$ cat src/hdl/modular_exponentiation_macros.svh
// ----------------------------------------------------------------------------
// Modular exponentiation assertion macros
// Shorthand for clocked, reset-qualified concurrent assertions.
// ----------------------------------------------------------------------------
`ifndef MODULAR_EXPONENTIATION_MACROS_SVH
`define MODULAR_EXPONENTIATION_MACROS_SVH

// Same-cycle implication, sampled on clk_i, off while rst_ni is low.
`define ME_ASSERT_IMP(lbl, ante, cons, msg) \
  lbl: assert property (@(posedge clk_i) disable iff (!rst_ni) (ante) |-> (cons)) \
    else $error(msg);

// Next-cycle implication, sampled on clk_i, off while rst_ni is low.
`define ME_ASSERT_NXT(lbl, ante, cons, msg) \
  lbl: assert property (@(posedge clk_i) disable iff (!rst_ni) (ante) |=> (cons)) \
    else $error(msg);

`endif

$ cat src/hdl/modexp_pkg.sv
// ----------------------------------------------------------------------------
// modexp_pkg
// Shared constants, controller states and command/status types.
// ----------------------------------------------------------------------------
package modexp_pkg;

  localparam int unsigned MODULUS_BITS_DEF  = 32;
  localparam int unsigned EXPONENT_BITS_DEF = 63;

  localparam int unsigned MOD_W  = 32;
  localparam int unsigned BASE_W = 63;
  localparam int unsigned EXP_W  = 63;
  localparam int unsigned RES_W  = 32;

  // Dividend register width: holds a full base word or a full product.
  localparam int unsigned DIV_W     = 64;
  localparam int unsigned RED_CNT_W = 6;

  localparam logic [MOD_W-1:0] MODULUS_RESET = 32'd1000000007;

  typedef enum logic [3:0] {
    S_IDLE,
    S_ZERO,
    S_BRED,
    S_BSAVE,
    S_RINIT,
    S_SQ,
    S_SQRED,
    S_SQSAVE,
    S_MUL,
    S_MRED,
    S_MSAVE,
    S_DONE
  } ctl_state_e;

  typedef struct packed {
    logic load;
    logic mul_en;
    logic mul_by_base;
    logic red_step;
    logic save_b;
    logic save_r;
    logic init_r;
    logic zero_r;
    logic shift_exp;
    logic out_load;
  } cmd_t;

  typedef struct packed {
    logic exp_msb;
    logic mod_zero;
  } sts_t;

endpackage

$ cat src/hdl/modexp_dp.sv
// ----------------------------------------------------------------------------
// modexp_dp
// Datapath: modulus register, multiplier and bit-serial modular reducer.
// ----------------------------------------------------------------------------
module modexp_dp #(
  parameter int unsigned MODULUS_BITS  = modexp_pkg::MODULUS_BITS_DEF,
  parameter int unsigned EXPONENT_BITS = modexp_pkg::EXPONENT_BITS_DEF
) (
  input  logic                            clk_i,
  input  logic                            rst_ni,
  input  logic                            cfg_we_i,
  input  logic [modexp_pkg::MOD_W-1:0]    cfg_wdata_i,
  input  logic [modexp_pkg::BASE_W-1:0]   base_value_i,
  input  logic [modexp_pkg::EXP_W-1:0]    exponent_i,
  input  modexp_pkg::cmd_t                cmd_i,
  output modexp_pkg::sts_t                sts_o,
  output logic [modexp_pkg::RES_W-1:0]    power_result_o
);

  localparam int unsigned MB = MODULUS_BITS;
  localparam int unsigned EB = EXPONENT_BITS;
  localparam int unsigned DW = modexp_pkg::DIV_W;

  logic [MB-1:0]   mod_q;
  logic [DW-1:0]   div_q, div_d;
  logic [MB-1:0]   rem_q, rem_d;
  logic [EB-1:0]   exp_q, exp_d;
  logic [MB-1:0]   b_q, b_d;
  logic [MB-1:0]   r_q, r_d;
  logic [modexp_pkg::RES_W-1:0] res_q, res_d;

  logic [MB-1:0]   mul_b;
  logic [2*MB-1:0] prod;
  logic [MB:0]     trial;
  logic [MB:0]     trial_sub;
  logic            trial_ge;

  // Modulus register
  always_ff @(posedge clk_i or negedge rst_ni) begin
    if (!rst_ni) begin
      mod_q <= MB'(modexp_pkg::MODULUS_RESET);
    end else if (cfg_we_i) begin
      mod_q <= MB'(cfg_wdata_i);
    end
  end

  // One multiply per command, registered into the dividend.
  assign mul_b = cmd_i.mul_by_base ? b_q : r_q;
  assign prod  = (2*MB)'(r_q) * (2*MB)'(mul_b);

  // One restoring step: shift in the next dividend bit, subtract if it fits.
  assign trial     = {rem_q, div_q[DW-1]};
  assign trial_ge  = trial >= {1'b0, mod_q};
  assign trial_sub = trial - {1'b0, mod_q};

  always_comb begin
    div_d = div_q;
    rem_d = rem_q;
    exp_d = exp_q;
    b_d   = b_q;
    r_d   = r_q;
    res_d = res_q;
    if (cmd_i.load) begin
      div_d = DW'(base_value_i);
      rem_d = '0;
      exp_d = exponent_i[EB-1:0];
    end
    if (cmd_i.mul_en) begin
      div_d = DW'(prod);
      rem_d = '0;
    end
    if (cmd_i.red_step) begin
      div_d = div_q << 1;
      rem_d = trial_ge ? trial_sub[MB-1:0] : trial[MB-1:0];
    end
    if (cmd_i.save_b) begin
      b_d = rem_q;
    end
    if (cmd_i.save_r) begin
      r_d = rem_q;
    end
    if (cmd_i.init_r) begin
      r_d = (mod_q == MB'(1)) ? '0 : MB'(1);
    end
    if (cmd_i.zero_r) begin
      r_d = '0;
    end
    if (cmd_i.shift_exp) begin
      exp_d = exp_q << 1;
    end
    if (cmd_i.out_load) begin
      res_d = modexp_pkg::RES_W'(r_q);
    end
  end

  always_ff @(posedge clk_i) begin
    div_q <= div_d;
    rem_q <= rem_d;
    exp_q <= exp_d;
    b_q   <= b_d;
    r_q   <= r_d;
    res_q <= res_d;
  end

  assign sts_o.exp_msb  = exp_q[EB-1];
  assign sts_o.mod_zero = (mod_q == '0);
  assign power_result_o = res_q;

endmodule

$ cat src/hdl/modexp_ctrl.sv
// ----------------------------------------------------------------------------
// modexp_ctrl
// Sequencer for base reduction and the square-and-multiply bit scan.
// ----------------------------------------------------------------------------
`include "modular_exponentiation_macros.svh"

module modexp_ctrl #(
  parameter int unsigned EXPONENT_BITS = modexp_pkg::EXPONENT_BITS_DEF
) (
  input  logic             clk_i,
  input  logic             rst_ni,
  input  logic             in_valid_i,
  output logic             in_stall_o,
  output logic             out_valid_o,
  input  logic             out_stall_i,
  input  modexp_pkg::sts_t sts_i,
  output modexp_pkg::cmd_t cmd_o
);

  localparam int unsigned EB    = EXPONENT_BITS;
  localparam int unsigned BIT_W = (EB > 1) ? $clog2(EB) : 1;
  localparam int unsigned RCW   = modexp_pkg::RED_CNT_W;

  modexp_pkg::ctl_state_e state_q, state_d;
  logic [RCW-1:0]   red_cnt_q, red_cnt_d;
  logic [BIT_W-1:0] bit_cnt_q, bit_cnt_d;
  logic             out_valid_q, out_valid_d;
  logic             red_last;
  logic             bit_last;
  logic             in_accept;
  logic             out_free;

  assign red_last  = (red_cnt_q == '1);
  assign bit_last  = (bit_cnt_q == BIT_W'(EB - 1));
  assign in_accept = in_valid_i && (state_q == modexp_pkg::S_IDLE);
  assign out_free  = !out_valid_q || !out_stall_i;

  always_ff @(posedge clk_i or negedge rst_ni) begin
    if (!rst_ni) begin
      state_q     <= modexp_pkg::S_IDLE;
      red_cnt_q   <= '0;
      bit_cnt_q   <= '0;
      out_valid_q <= 1'b0;
    end else begin
      state_q     <= state_d;
      red_cnt_q   <= red_cnt_d;
      bit_cnt_q   <= bit_cnt_d;
      out_valid_q <= out_valid_d;
    end
  end

  always_comb begin
    state_d     = state_q;
    red_cnt_d   = '0;
    bit_cnt_d   = bit_cnt_q;
    out_valid_d = out_valid_q && out_stall_i;
    cmd_o       = '0;
    case (state_q)
      modexp_pkg::S_IDLE: begin
        if (in_accept) begin
          cmd_o.load = 1'b1;
          state_d    = sts_i.mod_zero ? modexp_pkg::S_ZERO : modexp_pkg::S_BRED;
        end
      end
      modexp_pkg::S_ZERO: begin
        cmd_o.zero_r = 1'b1;
        state_d      = modexp_pkg::S_DONE;
      end
      modexp_pkg::S_BRED: begin
        cmd_o.red_step = 1'b1;
        red_cnt_d      = red_cnt_q + 1'b1;
        if (red_last) begin
          state_d = modexp_pkg::S_BSAVE;
        end
      end
      modexp_pkg::S_BSAVE: begin
        cmd_o.save_b = 1'b1;
        state_d      = modexp_pkg::S_RINIT;
      end
      modexp_pkg::S_RINIT: begin
        cmd_o.init_r = 1'b1;
        bit_cnt_d    = '0;
        state_d      = modexp_pkg::S_SQ;
      end
      modexp_pkg::S_SQ: begin
        cmd_o.mul_en = 1'b1;
        state_d      = modexp_pkg::S_SQRED;
      end
      modexp_pkg::S_SQRED: begin
        cmd_o.red_step = 1'b1;
        red_cnt_d      = red_cnt_q + 1'b1;
        if (red_last) begin
          state_d = modexp_pkg::S_SQSAVE;
        end
      end
      modexp_pkg::S_SQSAVE: begin
        cmd_o.save_r = 1'b1;
        if (sts_i.exp_msb) begin
          state_d = modexp_pkg::S_MUL;
        end else begin
          cmd_o.shift_exp = 1'b1;
          bit_cnt_d       = bit_cnt_q + 1'b1;
          state_d         = bit_last ? modexp_pkg::S_DONE : modexp_pkg::S_SQ;
        end
      end
      modexp_pkg::S_MUL: begin
        cmd_o.mul_en      = 1'b1;
        cmd_o.mul_by_base = 1'b1;
        state_d           = modexp_pkg::S_MRED;
      end
      modexp_pkg::S_MRED: begin
        cmd_o.red_step = 1'b1;
        red_cnt_d      = red_cnt_q + 1'b1;
        if (red_last) begin
          state_d = modexp_pkg::S_MSAVE;
        end
      end
      modexp_pkg::S_MSAVE: begin
        cmd_o.save_r    = 1'b1;
        cmd_o.shift_exp = 1'b1;
        bit_cnt_d       = bit_cnt_q + 1'b1;
        state_d         = bit_last ? modexp_pkg::S_DONE : modexp_pkg::S_SQ;
      end
      modexp_pkg::S_DONE: begin
        // Hold the result until the output register is free.
        if (out_free) begin
          cmd_o.out_load = 1'b1;
          out_valid_d    = 1'b1;
          state_d        = modexp_pkg::S_IDLE;
        end
      end
      default: begin
        state_d = modexp_pkg::S_IDLE;
      end
    endcase
  end

  assign in_stall_o  = (state_q != modexp_pkg::S_IDLE);
  assign out_valid_o = out_valid_q;

  `ME_ASSERT_NXT(a_accept_leaves_idle, in_valid_i && !in_stall_o, state_q != modexp_pkg::S_IDLE, "accepted word did not start work")
  `ME_ASSERT_IMP(a_red_cnt_in_red, red_cnt_q != '0, state_q == modexp_pkg::S_BRED || state_q == modexp_pkg::S_SQRED || state_q == modexp_pkg::S_MRED, "reduction counter live outside a reduction")
  `ME_ASSERT_IMP(a_result_from_done, $rose(out_valid_q), $past(state_q == modexp_pkg::S_DONE), "result word raised outside the done state")
  `ME_ASSERT_IMP(a_bit_cnt_range, state_q == modexp_pkg::S_SQ, bit_cnt_q <= BIT_W'(EB - 1), "exponent bit counter past the last bit")

endmodule

$ cat src/hdl/modular_exponentiation.sv
// ----------------------------------------------------------------------------
// modular_exponentiation
// Computes base^exponent mod modulus by binary square and multiply.
// ----------------------------------------------------------------------------
// One word in gives one word out: power_result = base_value^exponent mod
// modulus, where modulus is the configuration register (reset value
// 1000000007, write it through cfg_we_i/cfg_wdata_i only while the block is
// idle). The block works on one word at a time. The base is first reduced
// modulo the modulus, then the exponent is scanned from its top bit down:
// every bit squares the running result and a set bit also multiplies it by
// the reduced base. Every reduction runs through one bit-serial restoring
// reducer that retires one dividend bit per cycle over a 64-bit dividend;
// each reduction starts from the loaded base or product and ends with the
// remainder stored. A modulus of zero returns 0, a zero exponent returns 1
// mod modulus. The next word is taken while a finished result still waits
// in the output register.
// ----------------------------------------------------------------------------
module modular_exponentiation #(
  parameter int unsigned MODULUS_BITS  = modexp_pkg::MODULUS_BITS_DEF,
  parameter int unsigned EXPONENT_BITS = modexp_pkg::EXPONENT_BITS_DEF
) (
  input  logic                          clk_i,
  input  logic                          rst_ni,
  // Configuration: modulus register
  input  logic                          cfg_we_i,
  input  logic [modexp_pkg::MOD_W-1:0]  cfg_wdata_i,
  // Input word
  input  logic                          in_valid_i,
  output logic                          in_stall_o,
  input  logic [modexp_pkg::BASE_W-1:0] base_value_i,
  input  logic [modexp_pkg::EXP_W-1:0]  exponent_i,
  // Result word
  output logic                          out_valid_o,
  input  logic                          out_stall_i,
  output logic [modexp_pkg::RES_W-1:0]  power_result_o
);

  modexp_pkg::cmd_t cmd;
  modexp_pkg::sts_t sts;

  // Sequencer: owns the handshakes and all step counting.
  modexp_ctrl #(
    .EXPONENT_BITS (EXPONENT_BITS)
  ) u_ctrl (
    .clk_i       (clk_i),
    .rst_ni      (rst_ni),
    .in_valid_i  (in_valid_i),
    .in_stall_o  (in_stall_o),
    .out_valid_o (out_valid_o),
    .out_stall_i (out_stall_i),
    .sts_i       (sts),
    .cmd_o       (cmd)
  );

  // Datapath: modulus, operands, multiplier, reducer and result register.
  modexp_dp #(
    .MODULUS_BITS  (MODULUS_BITS),
    .EXPONENT_BITS (EXPONENT_BITS)
  ) u_dp (
    .clk_i          (clk_i),
    .rst_ni         (rst_ni),
    .cfg_we_i       (cfg_we_i),
    .cfg_wdata_i    (cfg_wdata_i),
    .base_value_i   (base_value_i),
    .exponent_i     (exponent_i),
    .cmd_i          (cmd),
    .sts_o          (sts),
    .power_result_o (power_result_o)
  );

endmodule

$ cat config.mk
export PLATFORM = sky130hd
export DESIGN_NAME = modular_exponentiation
export DESIGN_NICKNAME = d
export VERILOG_FILES = /design/src/hdl/modexp_pkg.sv /design/src/hdl/modexp_dp.sv /design/src/hdl/modexp_ctrl.sv /design/src/hdl/modular_exponentiation.sv
export VERILOG_INCLUDE_DIRS = /design/src /design/src/hdl
export SDC_FILE = /design/constraint.sdc
export NUM_CORES = 2
export LEC_CHECK = 0
export BUFFER_PORTS_ARGS = -buffer_cell sky130_fd_sc_hd__buf_2
export CAP_MARGIN = 10
export CORE_ASPECT_RATIO = 0.9
export CORE_UTILIZATION = 59
export CTS_BUF_LIST = sky130_fd_sc_hd__clkbuf_4 sky130_fd_sc_hd__clkbuf_8 sky130_fd_sc_hd__clkbuf_16
export DETAILED_ROUTE_END_ITERATION = 10
export GPL_ROUTABILITY_DRIVEN = 0
export PLACE_DENSITY = 0.77
export SLEW_MARGIN = 0
export SYNTH_ARGS = -nofsm -noshare
export SYNTH_HDL_FRONTEND = slang
export SYNTH_SLANG_ARGS = --single-unit
export TNS_END_PERCENT = 20
$ cat constraint.sdc
create_clock -name clk_i -period 15.56 [get_ports clk_i]
set_input_delay 0.778 -clock clk_i [delete_from_list [all_inputs] [get_ports clk_i]]
set_output_delay 0.778 -clock clk_i [all_outputs]
set_load 0.1 [all_outputs]
Word level (Yosys, flattened, before mapping)
Index checks and enable logic that the tools add are counted.
Widths: inputs -> output; s select.
{"block": "classes", "n_addsub": 3, "n_mul": 1, "div": 0, "n_lt_le_gt_ge": 1, "n_eq_ne": 20, "n_shift": 0, "n_mux": 40, "bitwise_logic": 0, "n_reduce_logical": 18}
{"op": "$mux 32", "n": 7}
{"op": "$mux 64", "n": 3}
{"op": "$mux 63", "n": 2}
{"op": "$mul 32x32->64", "n": 1}
{"op": "$pmux 4 s12", "n": 1}
{"op": "$ge 33x32->1", "n": 1}
{"op": "$eq 32x1->1 const B", "n": 1}
{"op": "$logic_not 32->1", "n": 1}
{"op": "$sub 32x32->32", "n": 1}
{"op": "$mux 4", "n": 7}
{"op": "$pmux 6 s3", "n": 1}
{"op": "$eq 4x3->1 const B", "n": 4}
{"op": "$eq 4x4->1 const B", "n": 4}
{"op": "$mux 1", "n": 15}
{"op": "$add 6x1->6 const B", "n": 2}
{"op": "$eq 6x6->1 const B", "n": 2}
{"op": "$mux 6", "n": 2}
{"op": "$ne 2x1->1 const B", "n": 5}
{"op": "$eq 4x2->1 const B", "n": 2}
{"op": "$reduce_bool 2->1", "n": 3}
{"op": "$reduce_bool 3->1", "n": 2}
{"op": "$reduce_and 5->1", "n": 1}
{"op": "$eq 4x1->1 const B", "n": 1}
{"op": "$logic_not 4->1", "n": 1}
{"op": "10 further kinds", "n": 13}
{"block": "word_totals", "reg_bits": 304, "latch_bits": 0, "ram_bits": 0, "rom_bits": 0, "input_bits": 163, "out_inout_bits": 34, "elab_cells": 96, "memories": 0}

Longest topological paths before layout
{"block": "depth", "word_depth": 7, "depth_mapped": 35, "depth_no_buf": 30}

Cells and area by module
A second synthesis with hierarchy kept.
{"block": "hier_totals", "hier_cells": 4975, "area_unflattened_um2": 48132.4}
{"module": "modexp_dp", "instances": 1, "cells_per_inst": 4866, "area_each_um2": 47103.9, "seq_area_each_um2": 8137.8}
{"module": "modexp_ctrl", "instances": 1, "cells_per_inst": 109, "area_each_um2": 1028.5, "seq_area_each_um2": 425.4}

Worst setup path after synthesis
No wires, ideal clock.
{"block": "synth_path", "path_kind": "reg2reg", "from": "reg u_ctrl.state_q[2]", "to": "reg u_dp.div_q[57], data pin", "setup_time_ns": 0.180, "t_arrival_ns": 8.229, "required_time_ns": 15.380, "setup_slack_ns": 7.151, "path_stages_with_launch": 34, "n_path_buf": 5, "period_less_slack_ns": 8.409, "cell_sequence": "dfrtp_1 > buf_2 > inv_2 > nand2_1 > nor3_1 > clkbuf_1 > clkbuf_1 > nand2_1 > nand2_1 > clkbuf_1 > and2_1 > fa_1 > inv_1 > fa_1 > fa_1 > fa_1 > inv_1 > fa_1 > inv_1 > fa_1 > inv_1 > fa_1 > fa_1 > ha_1 > buf_4 > and4_1 > and2_4 > nand2_2 > o211a_1 > o32a_1 > o21ai_2 > a211oi_2 > or4_1 > o311ai_1"}
{"block": "synth_between", "elab_chain_len": 6, "elab_cells_between_ends": 14, "cone_classes": "1 x mul; 5 x eq/ne; 6 x mux; 2 x reduce/logical"}
{"item": "start, declared", "line_no": "modexp_ctrl.sv:24", "source": "modexp_pkg::ctl_state_e state_q, state_d;"}
{"item": "start signal, assigned", "line_no": "modexp_ctrl.sv:40", "source": "state_q <= modexp_pkg::S_IDLE;"}
{"item": "start signal, assigned", "line_no": "modexp_ctrl.sv:45", "source": "state_q <= state_d;"}
{"item": "$eq 4x4->1", "line_no": "modexp_ctrl.sv:58", "source": "case (state_q)"}
{"item": "$mux 1", "line_no": "modexp_ctrl.sv:58"}
{"item": "$mux 32", "line_no": "modexp_dp.sv:48", "source": "assign mul_b = cmd_i.mul_by_base ? b_q : r_q;"}
{"item": "$mul 32x32->64", "line_no": "modexp_dp.sv:49", "source": "assign prod = (2*MB)'(r_q) * (2*MB)'(mul_b);"}
{"item": "$mux 64", "line_no": "modexp_dp.sv:68", "source": "if (cmd_i.mul_en) begin"}
{"item": "$mux 64 (*)", "line_no": "modexp_dp.sv:72", "source": "if (cmd_i.red_step) begin"}
{"item": "named net u_dp.div_d[57]", "line_no": "modexp_dp.sv:25", "source": "logic [DW-1:0] div_q, div_d;"}
{"item": "end signal, assigned", "line_no": "modexp_dp.sv:97", "source": "div_q <= div_d;"}
{"item": "end, declared", "line_no": "modexp_dp.sv:25"}
The timed path passes the listed nets; every way through them passes the cells marked *.
A chain may end at the register's enable or synchronous reset.

Worst setup path after layout
{"block": "layout_path", "from": "reg u_ctrl.state_q[3]", "to": "reg u_dp.div_q[63], data pin"}
The elaborated chain is that of the path after synthesis.

==> results.yml <==
outcome:
  status: "finished clean"
clock_network:
  numCtsBuffers: 34
  post_cts_resized: 0
  cts_sinks: 304
  cts_buffer_depth: 3
  htreeDepth: 2
  clk_latency_ns: 0.59
  tritoncts: "done"
  cts.clk_slew.worst_paths_ns: 0.06
  holdBufCountCts: 0
  clockRootBuffer: "clkbuf_16"
  cts_setup_buffers: 0
sta:
  tightest_slew_ns: 1.17
  setup_viol_count_final: 0
  period_share: 0.638
  slew_viol_final: 0
  relSlewSlack: 0.223
  fin_skew_ns: 0.0449
  period_needed_ns: 9.92
  fmax_ghz: 0.101
  hold_viol: 0
  tns_ns: 0
  rsz0062_at_grt: "no"
  layout_setup_ws_ns: 5.64
global_route:
  antenna_found_initial: 3
  use_met1: 0.437
  grt_max_degree: 71
  grt_pass1_vias: 37900
  grt_pass1_wl_mm: 209
  track_usage: 0.331
  grtUsageMet3: 0.0542
  grt-ovfl-total: 0
  grt-busiest-layer: "met2"
  use_met2: 0.533
critical_path:
  ff2ff_setup_slack_ns: 5.64
  regToRegEndpoint: "u_dp.div_q[63]$_DFFE_PP_"
  worstRegToRegCells: 27
  worstPathRequired_ns: 15.86
  start_kind: "flip-flop"
  critPathArrivalTime_ns: 10.23
  worstPathMaxFanout: 29
  crit_type: "reg -> reg"
  end_kind: "flip-flop"
  reg2reg_from: "u_ctrl.state_q[3]$_DFFE_PN0P_"
pwr:
  p_leak_nw: 24.3
  swShare: 0.313
  ir_drop_uv: 118
  finalPower_w: 0.00251
  internal_power_w: 0.00173
  powerDensity_nw_per_um2: 49.6
  combPwrFrac: 0.243
  p_switching_w: 0.000787
  p_seq_frac: 0.420
  power.share.clock: 0.337
finish:
  drive_gt1_frac: 0.0760
  final_common_cell: "inv_1"
  fillerInstances: 6439
  nets: 6412
  final_cell_mix: "inv_1 (912), fa_1 (897), nand2_1 (724)"
  syn2layout_area_growth_pct: 6.21
route:
  wl_mm: 132
  drtIter0Drc: 3426
  wl_per_cell_um: 21.5
  drtPass1Iterations: 6
  vias: 36500
  ant_nets: 0
  drc: 0
  vias_per_cell: 5.95
synth:
  synth_compound_area_frac: 0.0890
  synthAdderAreaFrac: 0.454
  synth_ff_type: "edfxtp_1"
  synth_fp_nets: 6412
  ys_warn_count: 0
  postSynthAreaPerCell_um2: 9.44
  synth.distinct_cells: 79
  synth_top_family_by_area: "adder cells"
  postSynthCellCount: 5054
  synth_edf_count: 221
  yosysSeqAreaShare: 0.179
  synth_simple_gate_area_frac: 0.164
  async_reset_ff_frac: 0.161
  syn_area_um2: 47700
  synth_xor_area_frac: 0.0143
  yosys-mux-area-fraction: 0.00215
  ys_ff_latch: 304
floorplanning:
  die_area_um2: 82000
  die_h_um: 272
  fp.coreArea_um2: 79700
  start_util: 0.599
  rows: 98
  die_x_um: 302
  io_pins: 197
job:
  drv_cap: 0
placed_design:
  dp_worst_setup_slack_ns: 5.83
  hpwl_mm: 98.2
  io_buffers: 196
worst_hold_path:
  hold_path_class: "in -> async"
power by group through the flow:
stage               logic (W)  registers (W)  clock network, W
global placement     0.000580        0.00107                 0
CTS                  0.000599        0.00105          0.000856
finish               0.000610        0.00106          0.000848
floorplan            0.000476        0.00102                 0
global route         0.000679        0.00106          0.000886
detailed placement   0.000594        0.00107                 0
logic make-up (layout without fill, tap and decap cells):
logic type                 Yosys count  in the layout
muxes                               10             10
and+or+nand+nor                   1581           1581
AOI/OAI and AO/OA                  662            662
buffers and inverters             1224           1250
DFF                                304            304
other                                0              2
adders and majority gates         1195           1195
xor gates and xnor gates            78             78
layout make-up:
type | count | area, µm² | area share
clock buffer | 44 | 968 | 0.0191
sequential | 304 | 8560 | 0.169
multi-input combinational | 3526 | 34600 | 0.683
timing repair buffer | 275 | 1570 | 0.0311
inverter | 913 | 3430 | 0.0676
antenna | 2 | 5.00 | 0.0000987
tap | 1050 | 1310 | 0.0259
clock inverter | 18 | 208 | 0.00410
stage by stage:
step | utilization | std cells | cell area (µm²) | hold slack [ns]
detailed placement | 0.621 | 6068 | 49500 | 0.458
finish | 0.636 | 6132 | 50700 | 0.384
global route | 0.636 | 6132 | 50700 | 0.406
global placement | 0.621 | 6068 | 49500 | 0.455
floorplan | - | 5054 | 47700 | 0.406
CTS | 0.636 | 6130 | 50700 | 0.394
Yosys cell counts, types with 43 or more instances:
| cell type | number | area (µm²) |
|---|---|---|
| inv_1 | 912 | 3420 |
| fa_1 | 897 | 18000 |
| a21oi_1 | 172 | 861 |
| xnor2_1 | 47 | 412 |
| ha_1 | 298 | 3730 |
| and2_1 | 498 | 3120 |
| a22oi_1 | 47 | 353 |
| o21ai_0 | 169 | 846 |
| nand2_1 | 727 | 2730 |
| nor2_1 | 89 | 334 |
| clkbuf_1 | 291 | 1090 |
| a22o_1 | 62 | 543 |
| nor2b_1 | 94 | 588 |
| a21o_1 | 43 | 323 |
| edfxtp_1 | 221 | 6640 |
critical path: stages, from the launching register on:
cell      delay, ns
dfrtp_1        0.70
nand2_1        0.41
nor3_2         0.21
buf_4          0.42
nand2_1        0.10
nand2_1        0.48
buf_4          0.35
and2_1         0.19
fa_1           0.43
fa_1           0.55
inv_1          0.06
fa_1           0.57
fa_1           0.45
fa_1           0.54
inv_1          0.05
fa_1           0.49
fa_1           0.55
fa_1           0.43
ha_1           0.40
and4_4         0.25
and2_4         0.14
a221oi_1       0.25
o21ai_0        0.18
a31oi_1        0.59
o21ai_0        0.36
a21oi_1        0.24
xnor2_1        0.13
o21ai_0        0.10
how the worst max path moves through the flow:
stage	from	endpoint	slack [ns]	depth (start not counted)
3_3_place_gp	u_ctrl.state_q[3]$_DFFE_PN0P_	u_dp.div_q[63]$_DFFE_PP_	6.04	27
3_5_place_dp	u_ctrl.state_q[3]$_DFFE_PN0P_	u_dp.div_q[57]$_DFFE_PP_	5.83	27
5_1_grt	u_ctrl.state_q[3]$_DFFE_PN0P_	u_dp.div_q[63]$_DFFE_PP_	5.11	27
4_1_cts	u_ctrl.state_q[3]$_DFFE_PN0P_	u_dp.div_q[57]$_DFFE_PP_	5.80	27
6_report	u_ctrl.state_q[3]$_DFFE_PN0P_	u_dp.div_q[63]$_DFFE_PP_	5.64	27
2_1_floorplan	u_ctrl.state_q[2]$_DFFE_PN0P_	u_dp.div_q[57]$_DFFE_PP_	7.15	33
state kept, by name (all words and copies together) (netlist names):
signal,count
u_dp.power_result_o,32
u_ctrl.out_valid_o,1
u_ctrl.red_cnt_q,6
u_dp.div_q,64
u_dp.mod_q,32
u_dp.b_q,32
u_ctrl.bit_cnt_q,6
u_dp.rem_q,32
u_dp.exp_q,63
u_dp.r_q,32
u_ctrl.state_q,4
metal layers:
layer | up-vias | share of wire
met4 | 2 | 0.059
met5 | - | 0.000068
met2 | 1950 | 0.47
met1 | 18300 | 0.38
met3 | 483 | 0.094
li1 | 15700 | -
No activity file was read; power rests on OpenSTA's default activity.
